**src/rtl/core/mhin_pkg.sv**
```systemverilog
`timescale 1ns / 1ps
// Package for the magnetometer hard-iron normalize core: widths, item kinds,
// status codes and the lane control struct. No dependencies.
package mhin_pkg;

   localparam int SampleBits  = 16;
   localparam int OutFracBits = 14;
   localparam int RatioFrac   = 16;
   localparam int RatioBits   = 30;
   // |num| <= 2^(SampleBits+1), so num fits in this signed width and |num|<<16 in DivBits.
   localparam int NumBits     = SampleBits + 2;
   localparam int DivBits     = NumBits + RatioFrac;
   localparam int DenBits     = SampleBits + 1;
   localparam int SumBits     = 2 * RatioBits + 2;
   localparam int RootBits    = SumBits / 2;
   localparam int QuotBits    = RatioBits + OutFracBits;
   // The normalizing dividend carries half the root on top of the scaled
   // component, which can need one bit more than the quotient width.
   localparam int LaneBits    = QuotBits + 1;
   localparam int RootSteps   = SumBits / 2;
   localparam int CntBits     = 6;

   typedef enum logic [1:0] {
      KIND_CAL     = 2'd0,
      KIND_MEAS    = 2'd1,
      KIND_RESTART = 2'd2,
      KIND_UNUSED  = 2'd3
   } kind_type;

   typedef enum logic [1:0] {
      STATUS_OK     = 2'd0,
      STATUS_UNCAL  = 2'd1,
      STATUS_ZERO   = 2'd2,
      STATUS_SPARE  = 2'd3
   } status_type;

   typedef enum logic [2:0] {
      ST_IDLE,
      ST_RATIO,
      ST_SHIFT,
      ST_SQUARE,
      ST_ROOT,
      ST_NORM,
      ST_OUT
   } state_type;

   // Control from the sequencer to the three lanes.
   typedef struct packed {
      logic ratio_start;
      logic norm_start;
      logic step;
   } lane_ctrl_type;

endpackage

```
**src/rtl/core/mhin_lane.sv**
```systemverilog
`timescale 1ns / 1ps
// One axis lane: bit-serial restoring divider used first for the ratio and
// then for the normalized component. Depends on mhin_pkg.
module mhin_lane
   import mhin_pkg::*;
(
   input  logic                         clock,
   input  logic                         reset,
   input  lane_ctrl_type                ctrl,
   input  logic signed [SampleBits-1:0] sample,
   input  logic signed [SampleBits-1:0] min_val,
   input  logic signed [SampleBits-1:0] max_val,
   input  logic [RatioBits-1:0]         mag,
   input  logic [RootBits-1:0]          root,
   output logic [DivBits-1:0]           ratio,
   output logic                         neg,
   output logic [QuotBits-1:0]          quot
);

   logic [LaneBits-1:0] dividend_ff, dividend_in;
   logic [RootBits:0]   rem_ff, rem_in;
   logic [RootBits-1:0] divisor_ff, divisor_in;
   logic                neg_ff, neg_in;
   logic signed [NumBits-1:0] num;
   logic [NumBits-1:0]  anum;
   logic [DenBits-1:0]  den;
   logic [RootBits:0]   shifted;
   logic [RootBits:0]   diff;

   assign num  = NumBits'(2 * NumBits'(sample)) - NumBits'(max_val) - NumBits'(min_val);
   assign anum = num[NumBits-1] ? NumBits'(-num) : NumBits'(num);
   assign den  = DenBits'(max_val) - DenBits'(min_val);

   assign shifted = {rem_ff[RootBits-1:0], dividend_ff[LaneBits-1]};
   assign diff    = shifted - {1'b0, divisor_ff};

   always_comb begin
      dividend_in = dividend_ff;
      rem_in      = rem_ff;
      divisor_in  = divisor_ff;
      neg_in      = neg_ff;
      if (ctrl.ratio_start) begin
         dividend_in = LaneBits'({anum, {RatioFrac{1'b0}}});
         rem_in      = '0;
         divisor_in  = RootBits'(den);
         neg_in      = num[NumBits-1];
      end else if (ctrl.norm_start) begin
         // Component magnitude scaled, plus half the root for rounding.
         dividend_in = LaneBits'({mag, {OutFracBits{1'b0}}}) + LaneBits'(root >> 1);
         rem_in      = '0;
         divisor_in  = root;
      end else if (ctrl.step) begin
         if (!diff[RootBits]) begin
            rem_in = diff;
         end else begin
            rem_in = shifted;
         end
         dividend_in = {dividend_ff[LaneBits-2:0], ~diff[RootBits]};
      end
   end

   always_ff @(posedge clock) begin
      dividend_ff <= dividend_in;
      rem_ff      <= rem_in;
      divisor_ff  <= divisor_in;
      if (reset) begin
         neg_ff <= 1'b0;
      end else begin
         neg_ff <= neg_in;
      end
   end

   assign ratio = DivBits'(dividend_ff);
   assign neg   = neg_ff;
   assign quot  = QuotBits'(dividend_ff);

endmodule

```
**config.mk**
```make
export PLATFORM = sky130hd
export DESIGN_NAME = mhin_lane
export DESIGN_NICKNAME = d
export VERILOG_FILES = /design/src/rtl/core/mhin_pkg.sv /design/src/rtl/core/mhin_lane.sv
export SDC_FILE = /design/constraint.sdc
export NUM_CORES = 1
export LEC_CHECK = 0
export ABC_AREA = 0
export BUFFER_PORTS_ARGS = -buffer_cell sky130_fd_sc_hd__buf_2
export CAP_MARGIN = 30
export CORE_MARGIN = 5
export CORE_UTILIZATION = 60
export CTS_CLUSTER_SIZE = 12
export DETAILED_ROUTE_END_ITERATION = 16
export GPL_TIMING_DRIVEN = 0
export PLACE_DENSITY = 0.85
export SYNTH_ARGS = -nofsm -noshare
export SYNTH_HDL_FRONTEND = slang
export SYNTH_SLANG_ARGS = --single-unit
```
**constraint.sdc**
```tcl
create_clock -name clock -period 9.64 [get_ports clock]
set_input_delay 1.446 -clock clock [delete_from_list [all_inputs] [get_ports clock]]
set_output_delay 1.446 -clock clock [all_outputs]
set_load 0.05 [all_outputs]
```
Word-level counts from Yosys, hierarchy flattened
Cells that the tools add are included.
- flip-flop bits (word level): 108
- bits in latches: 0
- RAM bits: 0
- ROM bits: 0
- input bits: 114
- output and inout port bits: 79
- word-level logic and storage cells: 24
- memories kept: 0
- $add $sub $neg: 6
- multipliers: 0
- div/mod/pow operators: 0
- $lt $le $gt $ge: 0
- eq/ne operators: 0
- shift operators: 0
- mux-type cells: 7
- bitwise operators: 1
- reductions and logical operators: 4
- operator list (operator ; count):
    two-way mux 45 bit ; 2
    adder 44 x 30 -> 45 bit ; 1
    two-way mux 17 bit ; 2
    two-way mux 34 bit ; 1
    subtractor 32 x 31 -> 32 bit ; 1
    two-way mux 31 bit ; 1
    two-way mux 18 bit ; 1
    negation 18 bit ; 1
    subtractor 17 x 16 -> 18 bit ; 1
    subtractor 18 x 16 -> 18 bit ; 1
    subtractor 16 x 16 -> 17 bit ; 1
    nonzero test 2 bit ; 2
    nonzero test 3 bit ; 1
    OR reduction 2 bit ; 1
    inverter 1 bit ; 1

Depth between registers and ports, before layout
Gate-level depths: netlist of run 1.
- depth after elaboration: 5
- mapped depth: 15
- depth with buffers taken out: 14

Least setup slack after synthesis of run 1
Ideal clock, no wire load.
- path kind: input to register
- start point: input min_val[4]
- end point: register dividend_ff[26] (data pin)
- library setup time: 268 ps
- arrival time: 4226 ps
- required time: 9372 ps
- path slack: 5146 ps
- stages: 13
- buffers on the path: 1
- path through: inv_1 -> fa_1 -> ha_1 -> a21o_1 -> o21bai_4 -> a311o_1 -> a21oi_1 -> o22ai_1 -> xnor2_1 -> buf_2 -> or3_1 -> nand3_1 -> o21ai_0
- word-level cells in the longest chain between the ends: 4
- RTL lines (item ; line ; source):
    start: declaration ; mhin_lane.sv:11 ; input logic signed [SampleBits-1:0] min_val,
    subtractor 18 x 16 -> 18 bit (*) ; mhin_lane.sv:30 ; assign num = NumBits'(2 * NumBits'(sample)) - NumBits'(max_val) - NumBits'(min_val);
    negation 18 bit ; mhin_lane.sv:31 ; assign anum = num[NumBits-1] ? NumBits'(-num) : NumBits'(num);
    two-way mux 18 bit (*) ; mhin_lane.sv:31 ;
    two-way mux 34 bit (*) ; mhin_lane.sv:42 ; if (ctrl.ratio_start) begin
    via dividend_in[26] ; mhin_lane.sv:20 ; logic [LaneBits-1:0] dividend_ff, dividend_in;
    end signal: assignment ; mhin_lane.sv:63 ; dividend_ff <= dividend_in;
    end: declaration ; mhin_lane.sv:20 ;
The timed path passes the listed nets; every way through them passes the cells marked *.
A chain may end at the register's enable or synchronous reset.

Worst setup path after layout of run 1
- start point: input min_val[4]
- end point: register dividend_ff[27] (data pin)
Same word-level chain as after synthesis.

==> impl_metrics.toml, run 1 <==
[yosys]
synth_cell_types = 69
ys.flop_type = "dfxtp_1"
syn_area_um2 = 10300
ys_warn_count = 0
synth-seq-cells = 108
synth_seq_area_share_pct = 24.4
syn_nets = 1482
async_flop_share_pct = 0
synthTopCellsByArea = "dfxtp_1 (14%), ha_1 (12%), edfxtp_1 (10%)"
yosysTopAreaCell = "dfxtp_1"
synth_edf_count = 35
yosysTopAreaCellShare_pct = 14.2
syn_inst = 1253
synth_area_per_cell_um2 = 8.23

[layout]
drive_gt1_share_pct = 21.1
nets = 1682
syn_to_final_growth_pct = 15.0
fin_cells = 1683
num_antenna_cells = 0

[timing]
holdWs_ns = 0.498
slew_violations = 0
hold_violations = 0
tightest_slew_ns = 0.922
setup_violations = 0
max_freq_mhz = 212
clock_skew_ns = 0.0107
fin_crit_sh_pct = 49.0
relSlewSlack_pct = 38.5
min_period_ns = 4.72
rsz0062_at_grt = "no"
tns_ns = 0

[job]
cap_violations = 0

[place]
gp_congestion = 0.990
port_buffers = 189
dp_hpwl_mm = 23.4
placed_cells = 1667

[worst_setup_path]
arrival_ns = 4.80
path_max_fanout = 10
end_kind = "register"
start_kind = "input pin"
rrSetupSlack_ns = 6.35
r2r-start = "dividend_ff[44]"
worstSetupStartpoint = "min_val[4]"
crit_required_ns = 9.72
critPathKind = "input pin to register"

[global_route]
grt_pass1_wl_mm = 46.7
grt_pass1_vias = 9500
grt_max_degree = 24
grt_overflow = 0
grt_usage_pct = 28.7
antenna_found_initial = 0

[die]
core_region_area_um2 = 17100
die_area_um2 = 19900
std_cell_rows = 48
die_w_um = 141
initial_core_util_pct = 60.4
num_io_pins = 193
die_h_um = 141

[pwr]
switchingPower_w = 0.00106
p_int_w = 0.00124
pwr-share-clk_pct = 17.7
swShare_pct = 46.1
p_per_area_nw_per_um2 = 194
power.leakage_nw = 5.68
pwr-share-seq_pct = 26.4
comb_power_share_pct = 56.0
irDropWorstVdd_v = 0.000248

[detailed_routing]
firstDrtPassIters = 7
vias = 9823
drt_iter0_markers = 826
wl_met1_mm = 11.8
routed_wl_mm = 29.4
dr_wl_met2_mm = 14.5
drc = 0
wl_met3_mm = 2.18
wl_per_cell_um = 17.4
postRouteAntennaNets = 0
viasPerCell = 5.84
top_layer = "met4"

[clocking]
cts_hold_buffers = 0
clk-insertion-delay-late_ns = 0.37
clk_path_buf_depth = 2
cts.sinks = 108
htreeDepth = 3
post_cts.repair.setup_buffers = 0
numCtsBuffers = 9
cts_resized = 0
tritoncts = "yes"
clk_transition_reported_paths_ns = 0.08
cts-root-buf = "clkbuf_16"

[worst_hold_path]
hold_path.class = "register to register"
hp-start = "rem_ff[26]"

[status]
status = "complete, no violations"
-- metal layers --
metal | vias to the layer above | track usage [%]
met5 | - | 0
met4 | 0 | 10.2
met3 | 81 | 3.56
met2 | 448 | 50.2
met1 | 4574 | 36.5
li1 | 4720 | -
-- registers in the layout, summed over array words and instances, names as in the netlist --
| signal | flops |
|---|---|
| neg | 1 |
| dividend_ff | 45 |
| divisor_ff | 31 |
| rem_ff | 31 |
-- logic make-up (layout without fill, tap and decap cells) --
logic type	Yosys count	in the layout	synth area share, %
AOI/OAI and AO/OA	341	341	21.3
buffers and inverters	226	431	11.4
xor gates and xnor gates	93	93	7.90
adders and majority gates	115	115	15.3
muxes	49	49	4.78
and+or+nand+nor	321	321	14.9
DFF	108	108	24.4
-- path summary, 6_finish.rpt --
check	to	cells past startpoint
worst min register to register	rem_ff[26]	2
worst max-delay path	dividend_ff[27]	14
worst min-delay path	rem_ff[26]	2
worst max register to register	rem_ff[30]	13
-- power groups by stage --
stage | clock network [W] | registers (W) | logic [W]
6_report | 0.000405 | 0.000605 | 0.00128
5_1_grt | 0.000423 | 0.000612 | 0.00137
4_1_cts | 0.000403 | 0.000604 | 0.00127
3_5_place_dp | 0 | 0.000613 | 0.00126
3_3_place_gp | 0 | 0.000610 | 0.00124
2_1_floorplan | 0 | 0.000593 | 0.000997
-- layout make-up --
cell class / count / area [um2]
plain buffers: 126 / 805
clock buffers: 10 / 239
clock inverters: 6 / 77.6
fillers: 1372 / 5200
inverters: 100 / 375
multi-input cells: 919 / 6620
flip-flops and latches: 108 / 2510
well taps: 225 / 282
repair buffers: 189 / 946
-- critical path, stage by stage --
cell and delay, ns:
buf_2 0.09, inv_1 0.10, fa_1 0.44, ha_1 0.40
a21o_1 0.22, o21bai_4 0.20, a311o_1 0.43, a21oi_1 0.29
o22ai_1 0.14, xnor2_1 0.31, buf_2 0.28, nor2_1 0.08
xnor2_1 0.24, a21oi_1 0.12
-- cell usage in the layout (no fill, tap or decap), drive strengths merged, types with 4 or more instances in the layout --
master	count
a21oi	125
nor2	129
a41oi	4
nand2	59
nor4	8
ha	96
a211oi	41
nor2b	30
fa	19
o22ai	4
o211ai	9
nand4	6
o21ai	65
a221oi	4
xnor2	59
a2111oi	4
edfxtp	35
clkbuf	44
o21a	10
dfxtp	73
inv	104
mux2i	47
and4	5
nand2b	15
buf	281
and3	9
or3	8
xor2	34
a21o	22
nor3	20
nand3	16
a31oi	12
o21bai	11
-- synth_stat cells, types with 4 or more instances --
master / number
a2111oi_0: 4
o211ai_1: 6
nand2_1: 59
nand3_1: 16
dfxtp_1: 73
edfxtp_1: 35
clkbuf_1: 34
and3_1: 9
and4_1: 5
xnor2_1: 59
xor2_1: 34
buf_1: 5
nor2_1: 129
o21a_1: 10
o22ai_1: 4
o21ai_1: 6
buf_2: 4
nor3_1: 20
nand2b_1: 15
or3_1: 8
nor4_1: 7
a31oi_1: 10
a21o_1: 22
a21oi_1: 125
o21ai_0: 56
a41oi_1: 4
mux2i_1: 47
o21bai_1: 10
fa_1: 19
buf_6: 4
a211oi_1: 39
inv_1: 99
nor2b_1: 30
buf_4: 79
nand4_1: 6
ha_1: 96
-- per-stage QoR --
stage / power [W] / setup slack, ns / util [%] / instance area [um2]
floorplan: 0.00159 / 5.15 / - / 10300
CTS: 0.00228 / 4.97 / 69.5 / 11900
detailed placement: 0.00187 / 4.62 / 67.6 / 11500
global placement: 0.00185 / 4.61 / 67.6 / 11500
finish: 0.00229 / 4.92 / 69.5 / 11900
global route: 0.00240 / 4.75 / 69.5 / 11900
Power figures use the tool's default switching activity.
==> run 2: changes to the inputs <==
Settings changed: ABC_AREA 0 to 1, CORE_UTILIZATION 60 to 58, PLACE_DENSITY 0.85 to 0.82.
Clock period 9.64 ns to 4.5 ns, I/O delays scaled along.
==> run 2 against run 1 <==
Net effect: die area is 12% higher; largest cell class unchanged; final cell count grew 32%; core utilization is 2.8 points lower; largest power group unchanged; sequential share of layout area shrank 1.7 points; clock power grew 100%; clock skew fell by 0.00084 ns; via count increased by 20%.
==> impl_metrics.toml, run 2 <==
[die]
initial_core_util_pct = 58.3
num_io_pins = 193
core_region_area_um2 = 19300
die_area_um2 = 22300
die_w_um = 149
std_cell_rows = 51
die_h_um = 149

[yosys]
synth_seq_area_share_pct = 22.3
ys.flop_type = "dfxtp_1"
yosysTopAreaCellShare_pct = 15.8
async_flop_share_pct = 0
synth-simple-area-share_pct = 30.7
syn_inst = 1750
synth_cell_types = 49
synth_commonest_cells = "nand2_1 (475), inv_1 (270), nand3_1 (130)"
synthMuxAreaShare_pct = 0
synth-seq-cells = 108
synth_adder_area_share_pct = 14.0
syn_nets = 1979
synth_edf_count = 35
ys_warn_count = 0
yosysTopAreaCell = "nand2_1"
synthTopCellsByArea = "nand2_1 (16%), dfxtp_1 (13%), ha_1 (11%)"
synth_top_family_by_area = "simple AND/OR/NAND/NOR gates"
yosysMostFrequentCell = "nand2_1"
syn_area_um2 = 11300
synth_area_per_cell_um2 = 6.44
synth_compound_area_share_pct = 13.5
synth_xor_area_share_pct = 3.56

[clocking]
cts_hold_buffers = 0
numCtsBuffers = 9
clk_transition_reported_paths_ns = 0.07
post_cts.repair.setup_buffers = 0
cts.sinks = 108
cts-root-buf = "clkbuf_16"
clk-insertion-delay-late_ns = 0.36
cts_resized = 0
htreeDepth = 3
tritoncts = "yes"
clk_path_buf_depth = 2

[job]
cap_violations = 0

[detailed_routing]
drt_iter0_markers = 801
vias = 11800
viasPerCell = 5.30
routed_wl_mm = 35.1
firstDrtPassIters = 7
postRouteAntennaNets = 0
drc = 0
wl_per_cell_um = 15.8

[place]
dp_hpwl_mm = 29.6
place_ws_ns = 0.976
gp_congestion = 0.942
placed_area_um2 = 12600
port_buffers = 191

[timing]
min_period_ns = 3.17
setup_violations = 0
tns_ns = 0
rsz0062_at_grt = "no"
fin_crit_sh_pct = 70.5
tightest_slew_ns = 0.704
hold_violations = 0
setup_slack_ns = 1.33
max_freq_mhz = 315
relSlewSlack_pct = 53.1
slew_violations = 0
clock_skew_ns = 0.00983

[pwr]
irDropWorstVdd_v = 0.000397
p_per_area_nw_per_um2 = 355
power.leakage_nw = 6.94

[worst_setup_path]
arrival_ns = 3.28
end_kind = "register"
path_max_fanout = 4
start_kind = "input pin"
crit_required_ns = 4.61
critPathKind = "input pin to register"

[global_route]
grt_pass1_wl_mm = 55.7
grt_overflow = 0
antenna_found_initial = 3
grt_usage_pct = 31.2
grt_max_degree = 28
busiest_layer = "met2"
met2_usage_pct = 56.8
grt_use_met1_pct = 37.4
grt.met3_usage_pct = 3.85
grt_pass1_vias = 11300

[worst_hold_path]
hold_path.class = "input pin to register"

[layout]
reg_top3 = "dividend_ff (45), divisor_ff (31), rem_ff (31)"
largest_register = "dividend_ff"
syn_to_final_growth_pct = 14.3
nets = 2182
largest_register_ffs = 45
layout_commonest_cell = "nand2_1"
drive_gt1_share_pct = 17.5
final_cell_mix = "nand2_1 (475), inv_1 (270), buf_2 (198)"
final_area_um2 = 12900

[status]
status = "complete, no violations"
run 2: changes by cell type after synthesis, sizes merged, moves of 10 or more:
cell / delta
nand3: +116
a211oi: -40
inv: +174
nand2: +430
xor2: -13
nand2b: -15
nor2: +10
o21ai: +63
a21oi: -29
clkbuf: -19
a21o: -18
mux2i: -47
xnor2: -35
nor2b: -30
run 2: logic make-up (layout without fill, tap and decap cells):
group,Yosys count,count (layout)
other,0,3
xor gates and xnor gates,45,45
adders and majority gates,115,115
AOI/OAI and AO/OA,276,276
DFF,108,108
buffers and inverters,389,597
and+or+nand+nor,817,817
run 2: where the power goes:
group	switching [W]	internal [W]	leakage [nW]	total, W
clock network	0.000413	0.000407	0.145	0.000820
logic	0.00169	0.000829	5.83	0.00252
registers	0.0000915	0.00115	0.961	0.00124
total	0.00219	0.00238	6.94	0.00457
run 2: worst max-delay path: stages:
cell,delay [ns]
buf_2,0.14
inv_1,0.06
ha_1,0.32
inv_1,0.07
fa_1,0.54
ha_1,0.18
inv_1,0.06
a21oi_1,0.12
nand3_1,0.13
nor2_1,0.11
nand2_1,0.10
nor2_2,0.18
nand2_2,0.11
nor2_4,0.12
nand2_1,0.08
nand2_1,0.07
nand2_1,0.05
nand3_1,0.11
nand2_1,0.07
run 2: final cells by class:
type	count	area [um2]
Clock buffer	10	239
Fill cell	1799	6450
Inverter	277	1040
Tap cell	265	332
Timing Repair Buffer	192	971
Sequential cell	108	2510
Clock inverter	6	61.3
Multi-Input combinational cell	1253	6970
Antenna cell	3	7.51
Buffer	112	756
run 2: metrics by stage:
step	total power [W]	hold slack, ns	instances	util, %
CTS	0.00457	0.458	2223	66.6
global placement	0.00371	0.448	2206	65.0
floorplan	0.00314	0.443	1750	-
detailed placement	0.00374	0.455	2207	65.1
global route	0.00488	0.469	2226	66.7
finish	0.00457	0.463	2226	66.7
run 2: worst paths after layout:
| check | cells past startpoint | slack, ns | start | end |
|---|---|---|---|---|
| worst max-delay path | 19 | 1.33 | min_val[1] | dividend_ff[32] |
| worst min-delay path | 2 | 0.46 | reset | neg |
| worst max register to register | 14 | 1.82 | dividend_ff[44] | rem_ff[26] |
| worst min register to register | 2 | 0.47 | neg | neg |
run 2: per-layer routing:
metal	wire length (um)	share of wire, %	vias up
met3	1890	5.4	78
li1	-	-	5946
met5	0	0	-
met1	14400	41	5369
met4	1320	3.8	0
met2	17500	50	405
==> run 3: changes to the inputs <==
Settings changed: CORE_UTILIZATION 58 to 53, PLACE_DENSITY 0.82 to 0.79.
Clock period 4.5 ns to 2.6 ns, I/O delays scaled along.
==> run 3 against run 2 <==
Net effect: the run now ends with negative setup slack left; final area grew 5.8%; via count grew 2.1%; clock power grew 71%; core utilization shrank 1.6 points; die area grew 8.8%; critical path depth shrank 3; clock skew grew 0.0068 ns; sequential power grew 73%; worst setup slack lost 1.4 ns; count of clock-buffer cells in the layout shrank 1; sequential share of layout area shrank 1.1 points; flip-flop and latch count is the same; highest routed layer unchanged.
==> impl_metrics.toml, run 3 (same netlist as run 2, synthesis figures left out) <==
[worst_setup_path]
slowest_delay_ns = 0.48
crit_required_ns = 2.70
end_kind = "register"
critPathKind = "input pin to register"
crit_top_cell = "nand2_2"
cpMaxStageDelayCell = "fa_1"
cp_cell_sequence = "buf_4, inv_4, fa_1, ha_4, nand2_2, nand2_2, nand2_2, nand2_2, a21oi_2, nand2_2, a21oi_4, xor2_2, buf_6, nand3_1, nand3_2, nand2_1"
path_max_fanout = 10
start_kind = "input pin"
arrival_ns = 2.78

[timing]
slew_violations = 0
setup_slack_ns = -0.0808
relSlewSlack_pct = 53.2
hold_violations = 0
setup_violations = 16
tightest_slew_ns = 0.703
rsz0062_at_grt = "yes"
max_freq_mhz = 373
min_period_ns = 2.68
fin_crit_sh_pct = 103
clock_skew_ns = 0.0167

[pwr]
irDropWorstVdd_v = 0.000707
comb_power_share_pct = 57.7
power.leakage_nw = 7.11
p_per_area_nw_per_um2 = 614
swShare_pct = 48.0
pwr-share-clk_pct = 16.7
p_int_w = 0.00436
switchingPower_w = 0.00402
pwr-share-seq_pct = 25.6

[clocking]
tritoncts = "yes"
cts-root-buf = "clkbuf_16"
clk_path_buf_depth = 2
cts_hold_buffers = 0
clk_transition_reported_paths_ns = 0.08
cts.sinks = 108
clk-insertion-delay-late_ns = 0.36
numCtsBuffers = 9
htreeDepth = 3

[global_route]
grt_usage_pct = 28.5
grt_max_degree = 28
antenna_found_initial = 1
grt_overflow = 0
grt_pass1_wl_mm = 55.9
grt_pass1_vias = 11400

[layout]
reg_top3 = "dividend_ff (45), divisor_ff (31), rem_ff (31)"
largest_register = "dividend_ff"
drive_gt1_share_pct = 24.6
syn_to_final_growth_pct = 20.9
final_cell_mix = "nand2_1 (430), inv_1 (242), buf_2 (189)"
nets = 2208
largest_register_ffs = 45
fin_cells = 2260
layout_commonest_cell = "nand2_1"

[status]
violations = "negative setup slack"
status = "complete, but fails checks"

[die]
std_cell_rows = 53
num_io_pins = 193
die_h_um = 156
initial_core_util_pct = 53.8
die_w_um = 156
core_region_area_um2 = 21000
die_area_um2 = 24300

[job]
cap_violations = 0

[detailed_routing]
wl_per_cell_um = 16.0
firstDrtPassIters = 5
viasPerCell = 5.33
routed_wl_mm = 36.2
drc = 0
drt_iter0_markers = 812
vias = 12000
postRouteAntennaNets = 0

[place]
port_buffers = 191
place_ws_ns = -0.559
gp_congestion = 0.956
dp_hpwl_mm = 29.7
placed_cells = 2217

[worst_hold_path]
hold_path.class = "input pin to register"
[run 3: path summary, 6_finish.rpt]
| path | slack (ns) | to | cells past startpoint | start |
|---|---|---|---|---|
| setup / recovery | -0.08 | dividend_ff[30] | 16 | max_val[6] |
| hold / removal | 0.18 | neg | 2 | reset |
| setup reg to reg | 0.17 | rem_ff[18] | 14 | dividend_ff[44] |
| hold reg to reg | 0.46 | neg | 2 | neg |
[run 3: what timing repair did]
item | in CTS | in global routing
pin swaps | 3 | 68
setup endpoints to repair | 12 | 36
buffers inserted | 3 | 24
gates resized for setup | 13 | 113
[run 3: final cells by class]
cell class | instances | area [um2]
multi-input combinational | 1253 | 7430
fill | 1909 | 7320
sequential | 108 | 2510
timing repair buffer | 218 | 1230
inverter | 277 | 1060
buffer | 112 | 769
tap | 275 | 344
clock buffer | 9 | 225
clock inverter | 7 | 67.6
antenna | 1 | 2.50
[run 3: metrics by stage]
| step | setup TNS, ns | hold slack (ns) | utilization (%) | cell area [um2] | power, W |
|---|---|---|---|---|---|
| 6_report | -0.680 | 0.182 | 65.1 | 13600 | 0.00838 |
| 5_1_grt | -2.28 | 0.187 | 65.1 | 13600 | 0.00890 |
| 4_1_cts | -0.0680 | 0.181 | 62.7 | 13100 | 0.00802 |
| 3_5_place_dp | -6.88 | 0.455 | 61.0 | 12800 | 0.00659 |
| 3_3_place_gp | -6.66 | 0.450 | 60.9 | 12800 | 0.00653 |
| 2_1_floorplan | -0.0539 | 0.443 | - | 11500 | 0.00555 |
[run 3: routing by layer]
layer	global-route usage, %	vias up	share of wire (%)	wire (um)
met5	0	-	0	0
met3	2.72	69	5.4	1960
met4	7.88	0	3.0	1110
li1	-	5996	-	-
met1	36.1	5573	41	14900
met2	51.6	408	50	18200
[run 3: power by group through the flow]
stage          Combinational [W]  Sequential (W)  Clock (W)
3_5_place_dp             0.00442         0.00217          0
3_3_place_gp             0.00436         0.00217          0
2_1_floorplan            0.00343         0.00212          0
5_1_grt                  0.00526         0.00217    0.00147
6_report                 0.00483         0.00215    0.00140
4_1_cts                  0.00448         0.00214    0.00140
[run 3: critical path: cells and delay by family]
| family | cells | cell delay, ns |
|---|---|---|
| xor+xnor | 1 | 0.25 |
| simple gates | 8 | 0.69 |
| buf+inv | 3 | 0.33 |
| fa+ha+maj | 2 | 0.77 |
| compound gates | 2 | 0.37 |
